File: config.mk
export PLATFORM = sky130hd
export DESIGN_NAME = calendar_clock
export DESIGN_NICKNAME = d
export VERILOG_FILES = /design/src/design/cc_pkg.sv /design/src/design/cc_weekday.sv /design/src/design/cc_datapath.sv /design/src/design/cc_ctrl.sv /design/src/design/calendar_clock.sv
export SDC_FILE = /design/constraint.sdc
export NUM_CORES = 1
export LEC_CHECK = 0
export BUFFER_PORTS_ARGS = -buffer_cell sky130_fd_sc_hd__buf_2
export CAP_MARGIN = 20
export CORE_ASPECT_RATIO = 1.1
export CORE_MARGIN = 2
export CORE_UTILIZATION = 50
export CTS_CLUSTER_DIAMETER = 150
export DETAILED_ROUTE_END_ITERATION = 12
export GPL_ROUTABILITY_DRIVEN = 0
export PLACE_DENSITY = 0.76
export SYNTH_ARGS = -nofsm -noshare
export SYNTH_HDL_FRONTEND = slang
export SYNTH_HIERARCHICAL = 1
export SYNTH_SLANG_ARGS = --single-unit
File: constraint.sdc
create_clock -name aclk -period 8.4 [get_ports aclk]
set_input_delay 0.84 -clock aclk [delete_from_list [all_inputs] [get_ports aclk]]
set_output_delay 0.84 -clock aclk [all_outputs]
set_load 0.01 [all_outputs]
File: src/design/cc_pkg.sv
// Shared types, codes, constants and calendar tables for the calendar clock.
// Used by cc_weekday, cc_datapath, cc_ctrl and calendar_clock.
package cc_pkg;

    localparam int unsigned MS_PER_SECOND_DEF = 1000;

    // Operation codes
    localparam logic [1:0] OP_TICK  = 2'd0;
    localparam logic [1:0] OP_SET   = 2'd1;
    localparam logic [1:0] OP_INVAL = 2'd2;

    localparam logic [11:0] YEAR_MIN   = 12'd2024;
    localparam logic [11:0] YEAR_MAX   = 12'd2099;
    localparam logic [11:0] YEAR_RST   = 12'd2026;
    localparam logic [12:0] YEAR_SHIFT = 13'd400;

    localparam logic [3:0] MONTH_MAX  = 4'd12;
    localparam logic [4:0] HOUR_LAST  = 5'd23;
    localparam logic [5:0] MIN_LAST   = 6'd59;
    localparam logic [5:0] SEC_LAST   = 6'd59;

    // Reciprocals: x/100 = (x*5243)>>19 exact below 2^15, x/7 = (x*9363)>>16 below 8192
    localparam logic [12:0] RECIP_100       = 13'd5243;
    localparam int          RECIP_100_SHIFT = 19;
    localparam logic [13:0] RECIP_7         = 14'd9363;
    localparam int          RECIP_7_SHIFT   = 16;

    typedef enum logic [2:0] {
        ST_IDLE,
        ST_EXEC,
        ST_LOOP,
        ST_WSTART,
        ST_WWAIT,
        ST_FINISH
    } cc_state_t;

    typedef struct packed {
        logic latch_in;
        logic tick_base;
        logic tick_arm;
        logic do_set;
        logic do_inval;
        logic step;
        logic wd_start;
        logic load_out;
    } cc_cmd_t;

    typedef struct packed {
        logic [1:0] op;
        logic       valid;
        logic       base_empty;
        logic       set_ok;
        logic       second_due;
        logic       day_roll;
        logic       wd_done;
    } cc_stat_t;

    function automatic logic [4:0] month_days(input logic [3:0] month, input logic leap);
        logic [4:0] len;
        case (month)
            4'd2:    len = leap ? 5'd29 : 5'd28;
            4'd4:    len = 5'd30;
            4'd6:    len = 5'd30;
            4'd9:    len = 5'd30;
            4'd11:   len = 5'd30;
            default: len = 5'd31;
        endcase
        return len;
    endfunction

    function automatic logic [2:0] month_offset(input logic [3:0] month);
        logic [2:0] off;
        case (month)
            4'd2:    off = 3'd3;
            4'd3:    off = 3'd2;
            4'd4:    off = 3'd5;
            4'd6:    off = 3'd3;
            4'd7:    off = 3'd5;
            4'd8:    off = 3'd1;
            4'd9:    off = 3'd4;
            4'd10:   off = 3'd6;
            4'd11:   off = 3'd2;
            4'd12:   off = 3'd4;
            default: off = 3'd0;
        endcase
        return off;
    endfunction

    function automatic logic [6:0] day_bit(input logic [2:0] w);
        logic [6:0] mask;
        case (w)
            3'd1:    mask = 7'd2;
            3'd2:    mask = 7'd4;
            3'd3:    mask = 7'd8;
            3'd4:    mask = 7'd16;
            3'd5:    mask = 7'd32;
            3'd6:    mask = 7'd64;
            default: mask = 7'd1;
        endcase
        return mask;
    endfunction

endpackage

File: src/design/cc_weekday.sv
// Three-stage weekday unit (Sakamoto) with leap-year flag of the current year.
// Depends on cc_pkg for reciprocal constants and tables.
module cc_weekday
    import cc_pkg::*;
(
    input  logic        aclk,
    input  logic        aresetn,
    input  logic        start,
    input  logic [11:0] year,
    input  logic [3:0]  month,
    input  logic [4:0]  day,
    output logic        done,
    output logic [6:0]  mask,
    output logic        leap
);

    logic        v1_reg, v2_reg, v3_reg;
    logic [12:0] yy_reg;
    logic [5:0]  q100_reg;
    logic [5:0]  yq_reg;
    logic [5:0]  od_reg;
    logic [11:0] year_reg;
    logic [12:0] sum_reg;
    logic [12:0] sum2_reg;
    logic [9:0]  q7_reg;
    logic        leap_reg;

    logic [12:0] yy;
    logic [25:0] yy_prod;
    logic [25:0] yr_prod;
    logic [12:0] sum;
    logic [11:0] yrem;
    logic [26:0] s_prod;
    logic [12:0] wrem;

    always_comb begin
        // Shift by 400 years keeps the weekday and avoids going negative
        yy      = 13'(year) + YEAR_SHIFT - ((month < 4'd3) ? 13'd1 : 13'd0);
        yy_prod = 26'(yy) * 26'(RECIP_100);
        yr_prod = 26'(year) * 26'(RECIP_100);
        sum     = yy_reg + (yy_reg >> 2) - 13'(q100_reg) + 13'(q100_reg >> 2)
                  + 13'(od_reg);
        yrem    = year_reg - 12'(yq_reg) * 12'd100;
        s_prod  = 27'(sum_reg) * 27'(RECIP_7);
        wrem    = sum2_reg - 13'(q7_reg) * 13'd7;
    end

    always_ff @(posedge aclk) begin
        if (!aresetn) begin
            v1_reg <= 1'b0;
            v2_reg <= 1'b0;
            v3_reg <= 1'b0;
        end else begin
            v1_reg <= start;
            v2_reg <= v1_reg;
            v3_reg <= v2_reg;
        end
    end

    always_ff @(posedge aclk) begin
        if (start) begin
            yy_reg   <= yy;
            q100_reg <= yy_prod[RECIP_100_SHIFT +: 6];
            yq_reg   <= yr_prod[RECIP_100_SHIFT +: 6];
            od_reg   <= 6'(month_offset(month)) + 6'(day);
            year_reg <= year;
        end
        if (v1_reg) begin
            sum_reg  <= sum;
            leap_reg <= (year_reg[1:0] == 2'b00) && ((yrem != 12'd0) || (yq_reg[1:0] == 2'b00));
        end
        if (v2_reg) begin
            sum2_reg <= sum_reg;
            q7_reg   <= s_prod[RECIP_7_SHIFT +: 10];
        end
    end

    assign done = v3_reg;
    assign mask = day_bit(wrem[2:0]);
    assign leap = leap_reg;

endmodule

File: src/design/cc_datapath.sv
// Datapath: input latch, calendar registers, second stepper and result register.
// Depends on cc_pkg and cc_weekday.
module cc_datapath
    import cc_pkg::*;
#(
    parameter int unsigned MS_PER_SECOND = MS_PER_SECOND_DEF
) (
    input  logic        aclk,
    input  logic        aresetn,
    input  cc_cmd_t     cmd,
    output cc_stat_t    stat,
    input  logic [1:0]  s_operation,
    input  logic [31:0] s_now_ms,
    input  logic [11:0] s_set_year,
    input  logic [3:0]  s_set_month,
    input  logic [4:0]  s_set_day,
    input  logic [4:0]  s_set_hour,
    input  logic [5:0]  s_set_minute,
    input  logic [5:0]  s_set_second,
    output logic        m_clock_valid,
    output logic        m_set_accepted,
    output logic [11:0] m_year,
    output logic [3:0]  m_month,
    output logic [4:0]  m_day,
    output logic [4:0]  m_hour,
    output logic [5:0]  m_minute,
    output logic [5:0]  m_second,
    output logic [6:0]  m_weekday_mask,
    output logic [10:0] m_minute_of_day,
    output logic [16:0] m_second_of_day
);

    localparam logic [31:0] MS = 32'(MS_PER_SECOND);

    // Latched input transfer
    logic [1:0]  op_reg;
    logic [31:0] now_reg;
    logic [11:0] sy_reg;
    logic [3:0]  sm_reg;
    logic [4:0]  sd_reg;
    logic [4:0]  sh_reg;
    logic [5:0]  smi_reg;
    logic [5:0]  ss_reg;

    // Clock state
    logic        valid_reg,    valid_next;
    logic        accepted_reg, accepted_next;
    logic [31:0] last_reg,     last_next;
    logic [31:0] delta_reg,    delta_next;
    logic [11:0] year_reg,     year_next;
    logic [3:0]  month_reg,    month_next;
    logic [4:0]  day_reg,      day_next;
    logic [4:0]  hour_reg,     hour_next;
    logic [5:0]  minute_reg,   minute_next;
    logic [5:0]  second_reg,   second_next;
    logic [6:0]  wday_reg,     wday_next;
    logic        leap_reg,     leap_next;

    logic        wd_done;
    logic [6:0]  wd_mask;
    logic        wd_leap;
    logic        day_roll;
    logic        set_ok;

    cc_weekday u_weekday (
        .aclk    (aclk),
        .aresetn (aresetn),
        .start   (cmd.wd_start),
        .year    (year_reg),
        .month   (month_reg),
        .day     (day_reg),
        .done    (wd_done),
        .mask    (wd_mask),
        .leap    (wd_leap)
    );

    always_ff @(posedge aclk) begin
        if (cmd.latch_in) begin
            op_reg  <= s_operation;
            now_reg <= s_now_ms;
            sy_reg  <= s_set_year;
            sm_reg  <= s_set_month;
            sd_reg  <= s_set_day;
            sh_reg  <= s_set_hour;
            smi_reg <= s_set_minute;
            ss_reg  <= s_set_second;
        end
    end

    always_comb begin
        day_roll = (second_reg == SEC_LAST) && (minute_reg == MIN_LAST)
                   && (hour_reg == HOUR_LAST);
        // Within 2024..2099 a year divisible by four is always leap
        set_ok   = (sy_reg >= YEAR_MIN) && (sy_reg <= YEAR_MAX)
                   && (sm_reg >= 4'd1) && (sm_reg <= MONTH_MAX)
                   && (sd_reg >= 5'd1)
                   && (sd_reg <= month_days(sm_reg, sy_reg[1:0] == 2'b00))
                   && (sh_reg <= HOUR_LAST) && (smi_reg <= MIN_LAST)
                   && (ss_reg <= SEC_LAST);

        stat.op         = op_reg;
        stat.valid      = valid_reg;
        stat.base_empty = (last_reg == 32'd0);
        stat.set_ok     = set_ok;
        stat.second_due = (delta_reg >= MS);
        stat.day_roll   = day_roll;
        stat.wd_done    = wd_done;
    end

    always_comb begin
        valid_next    = valid_reg;
        accepted_next = accepted_reg;
        last_next     = last_reg;
        delta_next    = delta_reg;
        year_next     = year_reg;
        month_next    = month_reg;
        day_next      = day_reg;
        hour_next     = hour_reg;
        minute_next   = minute_reg;
        second_next   = second_reg;
        wday_next     = wday_reg;
        leap_next     = leap_reg;

        if (cmd.latch_in) begin
            accepted_next = 1'b0;
        end
        if (cmd.tick_base) begin
            last_next = now_reg;
        end
        if (cmd.tick_arm) begin
            delta_next = now_reg - last_reg;
        end
        if (cmd.do_set) begin
            year_next     = sy_reg;
            month_next    = sm_reg;
            day_next      = sd_reg;
            hour_next     = sh_reg;
            minute_next   = smi_reg;
            second_next   = ss_reg;
            valid_next    = 1'b1;
            accepted_next = 1'b1;
            last_next     = now_reg;
            delta_next    = 32'd0;
        end
        if (cmd.do_inval) begin
            valid_next = 1'b0;
            last_next  = 32'd0;
        end
        if (cmd.step) begin
            delta_next = delta_reg - MS;
            last_next  = last_reg + MS;
            if (second_reg != SEC_LAST) begin
                second_next = second_reg + 6'd1;
            end else begin
                second_next = 6'd0;
                if (minute_reg != MIN_LAST) begin
                    minute_next = minute_reg + 6'd1;
                end else begin
                    minute_next = 6'd0;
                    if (hour_reg != HOUR_LAST) begin
                        hour_next = hour_reg + 5'd1;
                    end else begin
                        hour_next = 5'd0;
                        if (day_reg >= month_days(month_reg, leap_reg)) begin
                            day_next = 5'd1;
                            if (month_reg >= MONTH_MAX) begin
                                month_next = 4'd1;
                                year_next  = year_reg + 12'd1;
                            end else begin
                                month_next = month_reg + 4'd1;
                            end
                        end else begin
                            day_next = day_reg + 5'd1;
                        end
                    end
                end
            end
        end
        if (wd_done) begin
            wday_next = wd_mask;
            leap_next = wd_leap;
        end
    end

    always_ff @(posedge aclk) begin
        if (!aresetn) begin
            valid_reg    <= 1'b0;
            accepted_reg <= 1'b0;
            last_reg     <= 32'd0;
            delta_reg    <= 32'd0;
            year_reg     <= YEAR_RST;
            month_reg    <= 4'd1;
            day_reg      <= 5'd1;
            hour_reg     <= 5'd0;
            minute_reg   <= 6'd0;
            second_reg   <= 6'd0;
            wday_reg     <= 7'd1;
            leap_reg     <= 1'b0;
        end else begin
            valid_reg    <= valid_next;
            accepted_reg <= accepted_next;
            last_reg     <= last_next;
            delta_reg    <= delta_next;
            year_reg     <= year_next;
            month_reg    <= month_next;
            day_reg      <= day_next;
            hour_reg     <= hour_next;
            minute_reg   <= minute_next;
            second_reg   <= second_next;
            wday_reg     <= wday_next;
            leap_reg     <= leap_next;
        end
    end

    // Result register
    always_ff @(posedge aclk) begin
        if (cmd.load_out) begin
            m_clock_valid   <= valid_reg;
            m_set_accepted  <= accepted_reg;
            m_year          <= year_reg;
            m_month         <= month_reg;
            m_day           <= day_reg;
            m_hour          <= hour_reg;
            m_minute        <= minute_reg;
            m_second        <= second_reg;
            m_weekday_mask  <= wday_reg;
            m_minute_of_day <= 11'(hour_reg) * 11'd60 + 11'(minute_reg);
            m_second_of_day <= 17'(hour_reg) * 17'd3600 + 17'(minute_reg) * 17'd60
                               + 17'(second_reg);
        end
    end

    a_time_range: assert property (@(posedge aclk) disable iff (!aresetn)
        (second_reg <= SEC_LAST) && (minute_reg <= MIN_LAST) && (hour_reg <= HOUR_LAST))
        else $error("time of day out of range");

    a_date_range: assert property (@(posedge aclk) disable iff (!aresetn)
        (month_reg >= 4'd1) && (month_reg <= MONTH_MAX) && (day_reg >= 5'd1))
        else $error("month or day out of range");

    a_wday_onehot: assert property (@(posedge aclk) disable iff (!aresetn)
        $onehot(wday_reg))
        else $error("weekday mask not one-hot");

    a_step_due: assert property (@(posedge aclk) disable iff (!aresetn)
        cmd.step |-> (delta_reg >= MS))
        else $error("second stepped without a whole second elapsed");

    a_day_roll: assert property (@(posedge aclk) disable iff (!aresetn)
        (cmd.step && day_roll) |=>
            (hour_reg == 5'd0) && (minute_reg == 6'd0) && (second_reg == 6'd0))
        else $error("day rollover left time of day non-zero");

endmodule

File: src/design/cc_ctrl.sv
// Controller state machine: sequences operations, second stepping and weekday updates.
// Depends on cc_pkg for the state, command and status types.
module cc_ctrl
    import cc_pkg::*;
(
    input  logic     aclk,
    input  logic     aresetn,
    input  logic     s_valid,
    output logic     s_ready,
    output logic     m_valid,
    input  logic     m_ready,
    input  cc_stat_t stat,
    output cc_cmd_t  cmd
);

    cc_state_t state_reg, state_next;
    logic      m_valid_reg, m_valid_next;

    always_ff @(posedge aclk) begin
        if (!aresetn) begin
            state_reg   <= ST_IDLE;
            m_valid_reg <= 1'b0;
        end else begin
            state_reg   <= state_next;
            m_valid_reg <= m_valid_next;
        end
    end

    always_comb begin
        state_next = state_reg;
        cmd        = '0;
        s_ready    = 1'b0;

        case (state_reg)
            ST_IDLE: begin
                s_ready = 1'b1;
                if (s_valid) begin
                    cmd.latch_in = 1'b1;
                    state_next   = ST_EXEC;
                end
            end
            ST_EXEC: begin
                state_next = ST_FINISH;
                case (stat.op)
                    OP_TICK: begin
                        if (stat.valid && stat.base_empty) begin
                            cmd.tick_base = 1'b1;
                        end else if (stat.valid) begin
                            cmd.tick_arm = 1'b1;
                            state_next   = ST_LOOP;
                        end
                    end
                    OP_SET: begin
                        if (stat.set_ok) begin
                            cmd.do_set = 1'b1;
                            state_next = ST_WSTART;
                        end
                    end
                    OP_INVAL: begin
                        cmd.do_inval = 1'b1;
                    end
                    default: begin
                        state_next = ST_FINISH;
                    end
                endcase
            end
            ST_LOOP: begin
                if (stat.second_due) begin
                    cmd.step = 1'b1;
                    // Hold the loop while the weekday is recomputed after a day change
                    if (stat.day_roll) begin
                        state_next = ST_WSTART;
                    end
                end else begin
                    state_next = ST_FINISH;
                end
            end
            ST_WSTART: begin
                cmd.wd_start = 1'b1;
                state_next   = ST_WWAIT;
            end
            ST_WWAIT: begin
                if (stat.wd_done) begin
                    state_next = ST_LOOP;
                end
            end
            ST_FINISH: begin
                if (!m_valid_reg || m_ready) begin
                    cmd.load_out = 1'b1;
                    state_next   = ST_IDLE;
                end
            end
            default: begin
                state_next = ST_IDLE;
            end
        endcase

        if (cmd.load_out) begin
            m_valid_next = 1'b1;
        end else if (m_ready) begin
            m_valid_next = 1'b0;
        end else begin
            m_valid_next = m_valid_reg;
        end
    end

    assign m_valid = m_valid_reg;

endmodule

File: src/design/calendar_clock.sv
// Calendar clock top level: controller plus datapath behind valid/ready channels.
// Depends on cc_pkg, cc_ctrl and cc_datapath.
//
// One operation per input transfer (tick with a millisecond stamp, set, invalidate)
// and one result per operation, showing the clock after it. Items are handled one
// at a time by a controller that steps a single second per clock cycle, pausing at
// each day change while the weekday unit recomputes. A tick steps once per whole
// second elapsed; an accepted set also runs the weekday unit. The result sits in an
// output register, so the next transfer is taken while a result waits.
module calendar_clock
    import cc_pkg::*;
#(
    parameter int unsigned MS_PER_SECOND = MS_PER_SECOND_DEF
) (
    input  logic        aclk,
    input  logic        aresetn,
    input  logic        s_valid,
    output logic        s_ready,
    input  logic [1:0]  s_operation,
    input  logic [31:0] s_now_ms,
    input  logic [11:0] s_set_year,
    input  logic [3:0]  s_set_month,
    input  logic [4:0]  s_set_day,
    input  logic [4:0]  s_set_hour,
    input  logic [5:0]  s_set_minute,
    input  logic [5:0]  s_set_second,
    output logic        m_valid,
    input  logic        m_ready,
    output logic        m_clock_valid,
    output logic        m_set_accepted,
    output logic [11:0] m_year,
    output logic [3:0]  m_month,
    output logic [4:0]  m_day,
    output logic [4:0]  m_hour,
    output logic [5:0]  m_minute,
    output logic [5:0]  m_second,
    output logic [6:0]  m_weekday_mask,
    output logic [10:0] m_minute_of_day,
    output logic [16:0] m_second_of_day
);

    cc_cmd_t  cmd;
    cc_stat_t stat;

    cc_ctrl u_ctrl (
        .aclk    (aclk),
        .aresetn (aresetn),
        .s_valid (s_valid),
        .s_ready (s_ready),
        .m_valid (m_valid),
        .m_ready (m_ready),
        .stat    (stat),
        .cmd     (cmd)
    );

    cc_datapath #(
        .MS_PER_SECOND (MS_PER_SECOND)
    ) u_datapath (
        .aclk            (aclk),
        .aresetn         (aresetn),
        .cmd             (cmd),
        .stat            (stat),
        .s_operation     (s_operation),
        .s_now_ms        (s_now_ms),
        .s_set_year      (s_set_year),
        .s_set_month     (s_set_month),
        .s_set_day       (s_set_day),
        .s_set_hour      (s_set_hour),
        .s_set_minute    (s_set_minute),
        .s_set_second    (s_set_second),
        .m_clock_valid   (m_clock_valid),
        .m_set_accepted  (m_set_accepted),
        .m_year          (m_year),
        .m_month         (m_month),
        .m_day           (m_day),
        .m_hour          (m_hour),
        .m_minute        (m_minute),
        .m_second        (m_second),
        .m_weekday_mask  (m_weekday_mask),
        .m_minute_of_day (m_minute_of_day),
        .m_second_of_day (m_second_of_day)
    );

endmodule
# Word-level counts from Yosys, hierarchy flattened
# Memory sizes are Yosys's and may differ from the RTL's. A register that Yosys moved wholly into a read port is not among the register bits.
# Cells that the tools add are included.
# W data, S select, Z words.
# word_totals
reg_bits	336
mem_bits_ro	48
input_bits	76
elab_cells	234
memories	1
# mem_list
name	words	width	rd	rd_ports_with_merged_regs	wr	line_no	source
(name not given)	16	3	1	1	0	cc_pkg.sv:73	case (month)
# classes
n_addsub	21
multipliers	8
magnitude_cmp	13
eq_ne	33
n_mux	81
bitwise	1
reduce_logical	31
# ops
op	n
$mux W32	7
$mux W12	7
$mux W5	15
$mux W6	7
$pmux W7 S6	1
$mux W4	9
$add A32 B10 Y32 const B	1
$ge A32 B10 Y1 const B	1
$logic_not A32 Y1	1
$sub A32 B10 Y32 const B	1
$sub A32 B32 Y32	1
$mux W3	9
$mul A13 B14 Y26 const B	1
$mul A12 B13 Y25 const B	1
$mul A13 B13 Y25 const B	1
$mux W1	21
$pmux W5 S2	2
$pmux W3 S6	1
$add A17 B12 Y17	1
$add A17 B6 Y17	1
$eq A4 B3 Y1 const B	4
$eq A4 B4 Y1 const B	4
$eq A3 B3 Y1 const B	5
$add A12 B9 Y13 const B	1
56 further kinds	85

# Depth between registers and ports, before layout
# Gate-level depths: netlist of the first run.
# depth
ltp_word	19
ltp_mapped	31

# Hierarchy
# The synthesis of the first run kept the hierarchy.
# by_module_without_submodules
module	n_inst	cells_each	area_per_inst_um2
cc_datapath	1	1516	14845.5
cc_weekday	1	1142	11898.9
cc_ctrl	1	50	351.6

# Worst setup path after synthesis of the first run
# No wires, ideal clock.
# synth_timing
path_kind	reg-to-reg
from	register u_datapath.month_reg[0]
to	register u_datapath.u_weekday.q100_reg[5] (data pin)
setup_ps	267
arrival_time_ps	6887
setup_slack_ps	1246
stages_incl_launch_ff	30
path_buffers	0
synth_period_minus_slack_ps	7154
cell_sequence	dfxtp_1 -> ha_1 -> nor3_1 -> ha_1 -> inv_1 -> ha_1 -> fa_1 -> a21o_1 -> a21oi_1 -> o21ai_0 -> a211oi_1 -> o21ai_0 -> xnor2_1 -> inv_1 -> fa_1 -> inv_1 -> ha_1 -> fa_1 -> fa_1 -> inv_1 -> fa_1 -> inv_1 -> ha_1 -> nand4_1 -> nor3_1 -> a22oi_1 -> a31oi_1 -> a41o_1 -> xnor2_1 -> xnor2_1
# synth_via
elab_chain_cells	4
# synth_lines
item	line_no	source
start, declared	cc_datapath.sv:51	logic [3:0] month_reg, month_next;
start signal, assigned	cc_datapath.sv:205	month_reg <= month_next;
$lt A4 B2 Y1	cc_weekday.sv:38	yy = 13'(year) + YEAR_SHIFT - ((month < 4'd3) ? 13'd1 : 13'd0);
$mux W1	cc_weekday.sv:38	
$sub A13 B1 Y13	cc_weekday.sv:38	
named net u_datapath.u_weekday.yy[11]	cc_weekday.sv:28	logic [12:0] yy;
$mul A13 B13 Y25	cc_weekday.sv:39	yy_prod = 26'(yy) * 26'(RECIP_100);
named net u_datapath.u_weekday.yy_prod[24]	cc_weekday.sv:29	logic [25:0] yy_prod;
end signal, assigned	cc_weekday.sv:63	q100_reg <= yy_prod[RECIP_100_SHIFT +: 6];
end, declared	cc_weekday.sv:19	logic [5:0] q100_reg;
# The timed path passes the listed nets, and every way through them passes these cells.
# A chain may end at the register's enable or synchronous reset.

# Worst setup path after layout of the first run
# Ends and elaborated chain as after synthesis.

==> results of run 1 <==
## through the flow
step            util  total power, mW  area, sq um  std cells
5_1_grt        0.555             3.74        29700       3603
2_1_floorplan      -             2.04        27100       2708
6_report       0.555             3.62        29700       3603
3_5_place_dp   0.534             2.16        28600       3539
4_1_cts        0.554             3.64        29700       3602
3_3_place_gp   0.534             2.15        28600       3538
## cell families (layout without fill, tap and decap cells)
group	count (synthesis)	in the layout
compound gates	543	543
xor+xnor	142	142
fa+ha+maj	585	585
buf+inv	500	667
flops	325	325
mux	29	29
simple gates	584	584
## cell type report
class / count / area [sq um]
flip-flops and latches: 325 / 8570
inverters: 435 / 1630
clock inverters: 19 / 125
repair buffers: 169 / 905
fillers: 4437 / 23800
multi-input cells: 1883 / 16600
clock buffers: 44 / 952
well taps: 728 / 911
## synthesized netlist by cell type (7+ instances only)
master    instances
inv_1           433
ha_1            418
edfxtp_1        206
nor2_1          175
fa_1            167
a21oi_1         165
dfxtp_1         119
xnor2_1         108
nand2_1         106
o21ai_0         106
nor3_1           58
nand3_1          53
a21o_1           50
clkbuf_1         39
xor2_1           32
nand4_1          28
mux2i_1          27
a31oi_1          25
nor2b_1          25
a211oi_1         24
o211ai_1         22
nand2b_1         21
a22oi_1          20
and2_1           18
and3_1           17
o21bai_1         17
nor4_1           15
or3_1            13
o21ai_1          11
or2_2            11
buf_4            10
buf_1             9
o21a_1            9
o22ai_1           9
a221oi_1          7
a32oi_1           7
o31ai_1           7
## report_power, final
group	switching (mW)	internal, mW	leakage (nW)
clock network	0.643	0.837	0.528
logic	0.216	0.130	10.1
registers	0.0393	1.75	2.92
total	0.898	2.72	13.5
## timing repair
| action | 4_1_cts | 5_1_grt |
|---|---|---|
| setup endpoints to repair | 0 | 2 |
| resized for setup | 0 | 2 |
| setup buffers | 0 | 0 |
## layer usage
layer	up-vias	wire length (microns)	GRT usage
li1	9699	-	-
met1	9835	26300	0.281
met2	738	31100	0.396
met3	159	3860	0.0340
met4	0	2090	0.0882
met5	-	0	0
## path summary, 6_finish.rpt
check	slack, ns	endpoint	depth (start not counted)	from
worst max-delay path	0.61	u_datapath/u_weekday/q100_reg[5]	29	u_datapath/month_reg[0]
worst min-delay path	0.43	u_datapath/m_weekday_mask[3]	0	u_datapath/wday_reg[3]
worst max register to register	0.61	u_datapath/u_weekday/q100_reg[5]	29	u_datapath/month_reg[0]
worst min register to register	0.43	u_datapath/m_weekday_mask[3]	0	u_datapath/wday_reg[3]
==> impl_metrics.ini, run 1 <==
[clock_tree]
clk_latency_ns = 0.55
hold_buffers = 0
cts_sinks = 325
htree_levels = 2
cts_buffer_depth = 3
cts_made_buffers = 36
cts.clk_slew.worst_paths_ns = 0.06
cts_tree = done
clock-root-buffer = clkbuf_16

[worst_setup_path]
crit_path_end_kind = register
cp_slowest_stage_delay_ns = 0.56
crit_path_max_fanout = 9
cp_top_family = adder cells
criticalPathCategory = reg -> reg
required_ns = 8.69
worst-path-buf-inv = 5
crit_path_start_kind = register
slowest_stage = fa_1
critPathArrivalTime_ns = 8.07

[placement]
place_ws_ns = 0.406
dp_hpwl_microns = 49300
portBuffers = 152

[synth]
synth_xor_area_frac = 0.0465
syn_area_sq_um = 27100
async_flop_share = 0
dominantRegCellSynth = edfxtp_1
synth-seq-area-share = 0.316
yosysTopAreaCell = edfxtp_1
ys_types = 97
netlist.area_leader.share = 0.228
synthSimpleGateAreaFrac = 0.109
synth_adder_area_share = 0.316
synth_compound_area_frac = 0.129
yosys_register_bits = 325
ys_warn_count = 6
synthMuxAreaShare = 0.0109
synthCells = 2708
syn-num-nets = 3369
synth_area_per_cell_sq_um = 10.0
synth_top_family_by_area = adder cells
synth_edf_count = 206
synth_area_leaders = edfxtp_1 (23%), ha_1 (19%), fa_1 (12%)

[timing]
setup_viol = 0
final_hold_viol_count = 0
fin_ws_ns = 0.614
rsz0062_at_grt = false
timing.setup.tns_ns = 0
slew_headroom = 0.305
worstMarginPinSlew_ns = 1.04
finalCritPeriodShare = 0.927
slew_viol_final = 0
finalCriticalPeriod_ns = 7.79
fmax_ghz = 0.128
fin_skew_ns = 0.0157
fin_hold_ws_ns = 0.430

[flow_run]
cap_viol_max_count = 0

[floorplan]
die_area_sq_um = 56100
num_rows = 89
top_level_ports = 153
die_y_microns = 248
start_util = 0.506
core_sq_um = 53600
die_w_microns = 226

[finish]
area_delta_synth_final_pct = 9.68
antenna_cells = 0
mostFrequentLayoutCells = inv_1 (433), ha_1 (418), edfxtp_1 (206)
layout_commonest_cell = inv_1
layout-drive-gt1-share = 0.0925
fin_nets = 3511

[global_route]
grt_pass1_wl_microns = 103000
antenna_found_initial = 0
gr-usage-all-layers = 0.226
grt_pass1_vias = 20800
grt_max_degree = 74
grt-ovfl-total = 0

[route]
wirelength_microns = 63300
routedWlPerCell_microns = 17.6
vias_per_cell = 5.67
drtIter0Drc = 1586
ant_nets = 0
drc = 0
drt_first_pass_iters = 6
vias = 20400

[pwr]
powerDensity_nw_per_um2 = 122
leakagePower_nw = 13.5
ir_drop_mv = 0.0990

[status]
status = finished clean

[min_path]
hp-class = reg -> reg
No activity file was read; power rests on OpenSTA's default activity.
==> run 2: changes to the inputs <==
--- a/config.mk
+++ b/config.mk
@@ -5,6 +5,7 @@
 export SDC_FILE = /design/constraint.sdc
 export NUM_CORES = 1
 export LEC_CHECK = 0
+export ABC_AREA = 1
 export BUFFER_PORTS_ARGS = -buffer_cell sky130_fd_sc_hd__buf_2
 export CAP_MARGIN = 20
 export CORE_ASPECT_RATIO = 1.1
==> run 2 against run 1 <==
- die area grew 8.9%
- utilization decreased by 0.11 points
- sequential power rose by 35%
- cell count is 28% higher
- largest power group is now combinational logic
==> impl_metrics.ini, run 2 <==
[status]
status = finished clean

[synth]
synth_area_per_cell_sq_um = 8.05
yosysTopAreaCell = edfxtp_1
dominantRegCellSynth = edfxtp_1
yosysMostFrequentCell = nand2_1
async_flop_share = 0
syn-num-nets = 4334
synthCells = 3673
synth_area_leaders = edfxtp_1 (21%), ha_1 (18%), fa_1 (11%)
ys_warn_count = 6
yosys_register_bits = 322
netlist.area_leader.share = 0.209
synth_edf_count = 206
syn_area_sq_um = 29600
ys_types = 59
synth-seq-area-share = 0.288
netlist_top_cells_count = nand2_1 (775), inv_1 (744), ha_1 (418)

[placement]
place_area_sq_um = 31100
portBuffers = 152
dp_hpwl_microns = 55300
placed_cells = 4546

[floorplan]
die_area_sq_um = 61100
top_level_ports = 153
die_w_microns = 236
core_sq_um = 58500
start_util = 0.505
num_rows = 93
die_y_microns = 259

[timing]
rsz0062_at_grt = false
fin_skew_ns = 0.0164
fmax_ghz = 0.149
worstMarginPinSlew_ns = 1.10
finalCritPeriodShare = 0.797
timing.setup.tns_ns = 0
setup_viol = 0
slew_headroom = 0.266
slew_viol_final = 0
final_hold_viol_count = 0
finalCriticalPeriod_ns = 6.69

[global_route]
antenna_found_initial = 0
gr-usage-all-layers = 0.230
grt_pass1_vias = 23300
grt_max_degree = 68
grt-ovfl-total = 0
grt_pass1_wl_microns = 115000

[finish]
final_cells = 4614
postLayoutCoreUtil = 0.554
antenna_cells = 0
layout_commonest_cell = nand2_1
area_delta_synth_final_pct = 9.65
fin_nets = 4486
n_fill_cell = 5241
design_area_sq_um = 32400
mostFrequentLayoutCells = nand2_1 (775), inv_1 (744), ha_1 (418)
layout-drive-gt1-share = 0.0729

[clock_tree]
post-cts-setup-buffers = 0
clock-root-buffer = clkbuf_16
cts_tree = done
hold_buffers = 0
cts.repair.resized = 0
cts_buffer_depth = 3
cts_sinks = 322
cts_made_buffers = 37
cts.clk_slew.worst_paths_ns = 0.06
clk_latency_ns = 0.56
htree_levels = 2

[worst_setup_path]
criticalPathCategory = reg -> reg
crit_path_start_kind = register
slowest_stage = fa_1
crit_path_max_fanout = 9
cp_slowest_stage_delay_ns = 0.52
critPathArrivalTime_ns = 6.99
required_ns = 8.70
crit_path_end_kind = register

[route]
drtIter0Drc = 1787
vias = 24200
drt_first_pass_iters = 6
wirelength_microns = 69800
routedWlPerCell_microns = 15.1
drc = 0
ant_nets = 0
vias_per_cell = 5.24

[pwr]
leakagePower_nw = 16.6
ir_drop_mv = 0.368
powerDensity_nw_per_um2 = 334

[flow_run]
cap_viol_max_count = 0

[min_path]
hp-class = reg -> reg
-- run 2: per-layer routing --
layer / wire (microns) / global-route usage
met5: 0 / 0
met1: 31200 / 0.304
met2: 33500 / 0.402
met4: 1470 / 0.0596
met3: 3620 / 0.0268
-- run 2: kinds of logic after synthesis --
kind of cell | Yosys count | share of synthesized area
AO/OA/AOI/OAI | 472 | 0.0877
XOR/XNOR | 104 | 0.0317
adder cells (fa/ha/maj) | 585 | 0.290
buffers and inverters | 807 | 0.105
flip-flops | 322 | 0.288
AND/OR/NAND/NOR | 1383 | 0.198
-- run 2: layout make-up --
class | instances | area [sq um] | share of cell area
Multi-Input combinational cell | 2544 | 18000 | 0.555
Sequential cell | 322 | 8510 | 0.262
Inverter | 754 | 2830 | 0.0874
Clock buffer | 47 | 1050 | 0.0323
Tap cell | 760 | 951 | 0.0293
Timing Repair Buffer | 166 | 866 | 0.0267
Clock inverter | 21 | 223 | 0.00687
-- run 2: power by group --
group | total [mW] | switching (mW) | internal (mW)
clock network | 1.68 | 0.698 | 0.987
registers | 2.42 | 0.307 | 2.11
logic | 6.73 | 4.30 | 2.43
-- run 2: path summary, 6_finish.rpt --
path / cells past startpoint / from / slack, ns / endpoint
worst max register to register: 32 / u_datapath/month_reg[0] / 1.71 / u_datapath/u_weekday/q100_reg[4]
worst min register to register: 0 / u_datapath/wday_reg[1] / 0.43 / u_datapath/m_weekday_mask[1]
worst min-delay path: 0 / u_datapath/wday_reg[1] / 0.43 / u_datapath/m_weekday_mask[1]
worst max-delay path: 32 / u_datapath/month_reg[0] / 1.71 / u_datapath/u_weekday/q100_reg[4]
-- run 2: worst max-delay path, delay by kind of cell, from the launching register on --
| family | cells | cell delay, ns |
|---|---|---|
| AOI/OAI and AO/OA | 3 | 0.55 |
| xor gates and xnor gates | 1 | 0.14 |
| adders and majority gates | 10 | 3.65 |
| buffers and inverters | 6 | 0.47 |
| DFF | 1 | 0.39 |
| and+or+nand+nor | 12 | 1.21 |
-- run 2: per-stage QoR --
stage / hold WS, ns / setup WS, ns / power, mW
final: 0.431 / 1.71 / 10.8
after global routing: 0.435 / 1.22 / 12.0
after CTS: 0.430 / 1.72 / 10.8
after detailed placement: 0.416 / 1.77 / 9.02
after global placement: 0.413 / 1.77 / 8.92
after floorplan: 0.403 / 1.96 / 7.51
==> run 3: changes to the inputs <==
--- a/config.mk
+++ b/config.mk
@@ -14,7 +14,7 @@
 export CTS_CLUSTER_DIAMETER = 150
 export DETAILED_ROUTE_END_ITERATION = 12
 export GPL_ROUTABILITY_DRIVEN = 0
-export PLACE_DENSITY = 0.76
+export PLACE_DENSITY = 0.79
 export SYNTH_ARGS = -nofsm -noshare
 export SYNTH_HDL_FRONTEND = slang
 export SYNTH_HIERARCHICAL = 1
==> constraint.sdc (replaced) <==
create_clock -name aclk -period 5.5 [get_ports aclk]
set_input_delay 0.55 -clock aclk [delete_from_list [all_inputs] [get_ports aclk]]
set_output_delay 0.55 -clock aclk [all_outputs]
set_load 0.01 [all_outputs]
==> run 3 against run 2 <==
- non-clock buffer count is 97 higher
- routed wire length increased by 2.8%
- critical path depth rose by 1
- the run now ends with negative setup slack left
- clock power increased by 45%
- cell count up 2.0%
==> impl_metrics.ini, run 3 (synthesis gave the netlist of run 2 again) <==
[floorplan]
core_sq_um = 58500
start_util = 0.505
die_y_microns = 259
die_area_sq_um = 61100
die_w_microns = 236
top_level_ports = 153
num_rows = 93

[finish]
postLayoutCoreUtil = 0.573
area_delta_synth_final_pct = 13.4
layout_commonest_cell = nand2_1
design_area_sq_um = 33500
final_cells = 4708
mostFrequentLayoutCells = nand2_1 (763), inv_1 (734), ha_1 (405)
layout-drive-gt1-share = 0.113
fin_nets = 4581

[route]
drt_first_pass_iters = 5
drtIter0Drc = 1783
routedWlPerCell_microns = 15.2
vias_per_cell = 5.28
ant_nets = 0
drc = 0
vias = 24800
wirelength_microns = 71700

[worst_setup_path]
crit_path_max_fanout = 5
slowest_stage = fa_2
cp_slowest_stage_delay_ns = 0.52
crit_path_start_kind = register
required_ns = 5.81
crit_path_end_kind = register
criticalPathCategory = reg -> reg
critPathArrivalTime_ns = 6.15
r2r.worst_path.cells = 33
reg2reg_slack_ns = -0.34

[min_path]
hp-class = in -> reg
hold_path_depth = 1

[status]
status = complete, but fails checks
violations = negative setup slack

[clock_tree]
htree_levels = 2
cts_sinks = 322
cts_made_buffers = 35
cts.clk_slew.worst_paths_ns = 0.06
clock-root-buffer = clkbuf_16
hold_buffers = 0
cts_buffer_depth = 3
cts_tree = done
clk_latency_ns = 0.56

[timing]
finalCriticalPeriod_ns = 5.84
rsz0062_at_grt = true
slew_headroom = 0.301
final_hold_viol_count = 0
finalCritPeriodShare = 1.06
timing.setup.tns_ns = -1.75
setup_viol = 6
fin_ws_ns = -0.336
slew_viol_final = 0
fin_skew_ns = 0.0213
fin_hold_ws_ns = 0.161
worstMarginPinSlew_ns = 1.05
fmax_ghz = 0.171

[pwr]
powerDensity_nw_per_um2 = 548
ir_drop_mv = 0.812
power.total_mw = 18.4
leakagePower_nw = 17.0

[global_route]
grt_pass1_vias = 24300
gr-usage-all-layers = 0.233
grt_max_degree = 74
antenna_found_initial = 3
grt-ovfl-total = 0
grt_pass1_wl_microns = 117000

[placement]
placed_cells = 4641
portBuffers = 152
place_area_sq_um = 32100
place_ws_ns = -0.445
dp_hpwl_microns = 57000

[flow_run]
cap_viol_max_count = 0
-- run 3: cell types whose count changed in the layout (fill, tap and decap cells not counted), sizes merged --
cell	before	now
buf	166	263
clkinvlp	3	2
diode	0	1
clkinv	14	11
-- run 3: repair_timing --
item                       in CTS  in global routing
resized for setup              23                 25
buffers inserted                1                  1
pin swaps                      23                 12
setup endpoints to repair       6                  6
-- run 3: final cells by class --
class	count	area, sq um
Timing Repair Buffer	263	1590
Antenna cell	1	2.50
Multi-Input combinational cell	2544	18400
Clock inverter	17	205
Inverter	754	2840
Tap cell	760	951
Fill cell	5053	25000
Sequential cell	322	8510
Clock buffer	47	992
-- run 3: final timing paths --
path / from / end
setup / recovery: u_datapath/month_reg[0] / u_datapath/u_weekday/q100_reg[5]
hold / removal: s_set_day[4] / u_datapath/sd_reg[4]
setup reg to reg: u_datapath/month_reg[0] / u_datapath/u_weekday/q100_reg[5]
hold reg to reg: u_datapath/wday_reg[1] / u_datapath/m_weekday_mask[1]
-- run 3: routing by layer --
| metal | vias up | wire length [microns] | global-route usage |
|---|---|---|---|
| met5 | - | 30 | 0 |
| met4 | 4 | 2440 | 0.0858 |
| met3 | 135 | 4510 | 0.0371 |
| met2 | 716 | 34300 | 0.402 |
| met1 | 11600 | 30400 | 0.296 |
| li1 | 12400 | - | - |
-- run 3: worst max-delay path, delay by kind of cell (launching register included) --
family | cells | cell delay (ns)
buf+inv | 6 | 0.27
fa+ha+maj | 10 | 3.42
flops | 1 | 0.35
compound gates | 1 | 0.16
simple gates | 16 | 1.38
-- run 3: power by group --
group / total, mW / switching [mW] / internal [mW]
Sequential: 3.68 / 0.456 / 3.23
Clock: 2.44 / 1.01 / 1.43
Combinational: 12.3 / 7.40 / 4.86
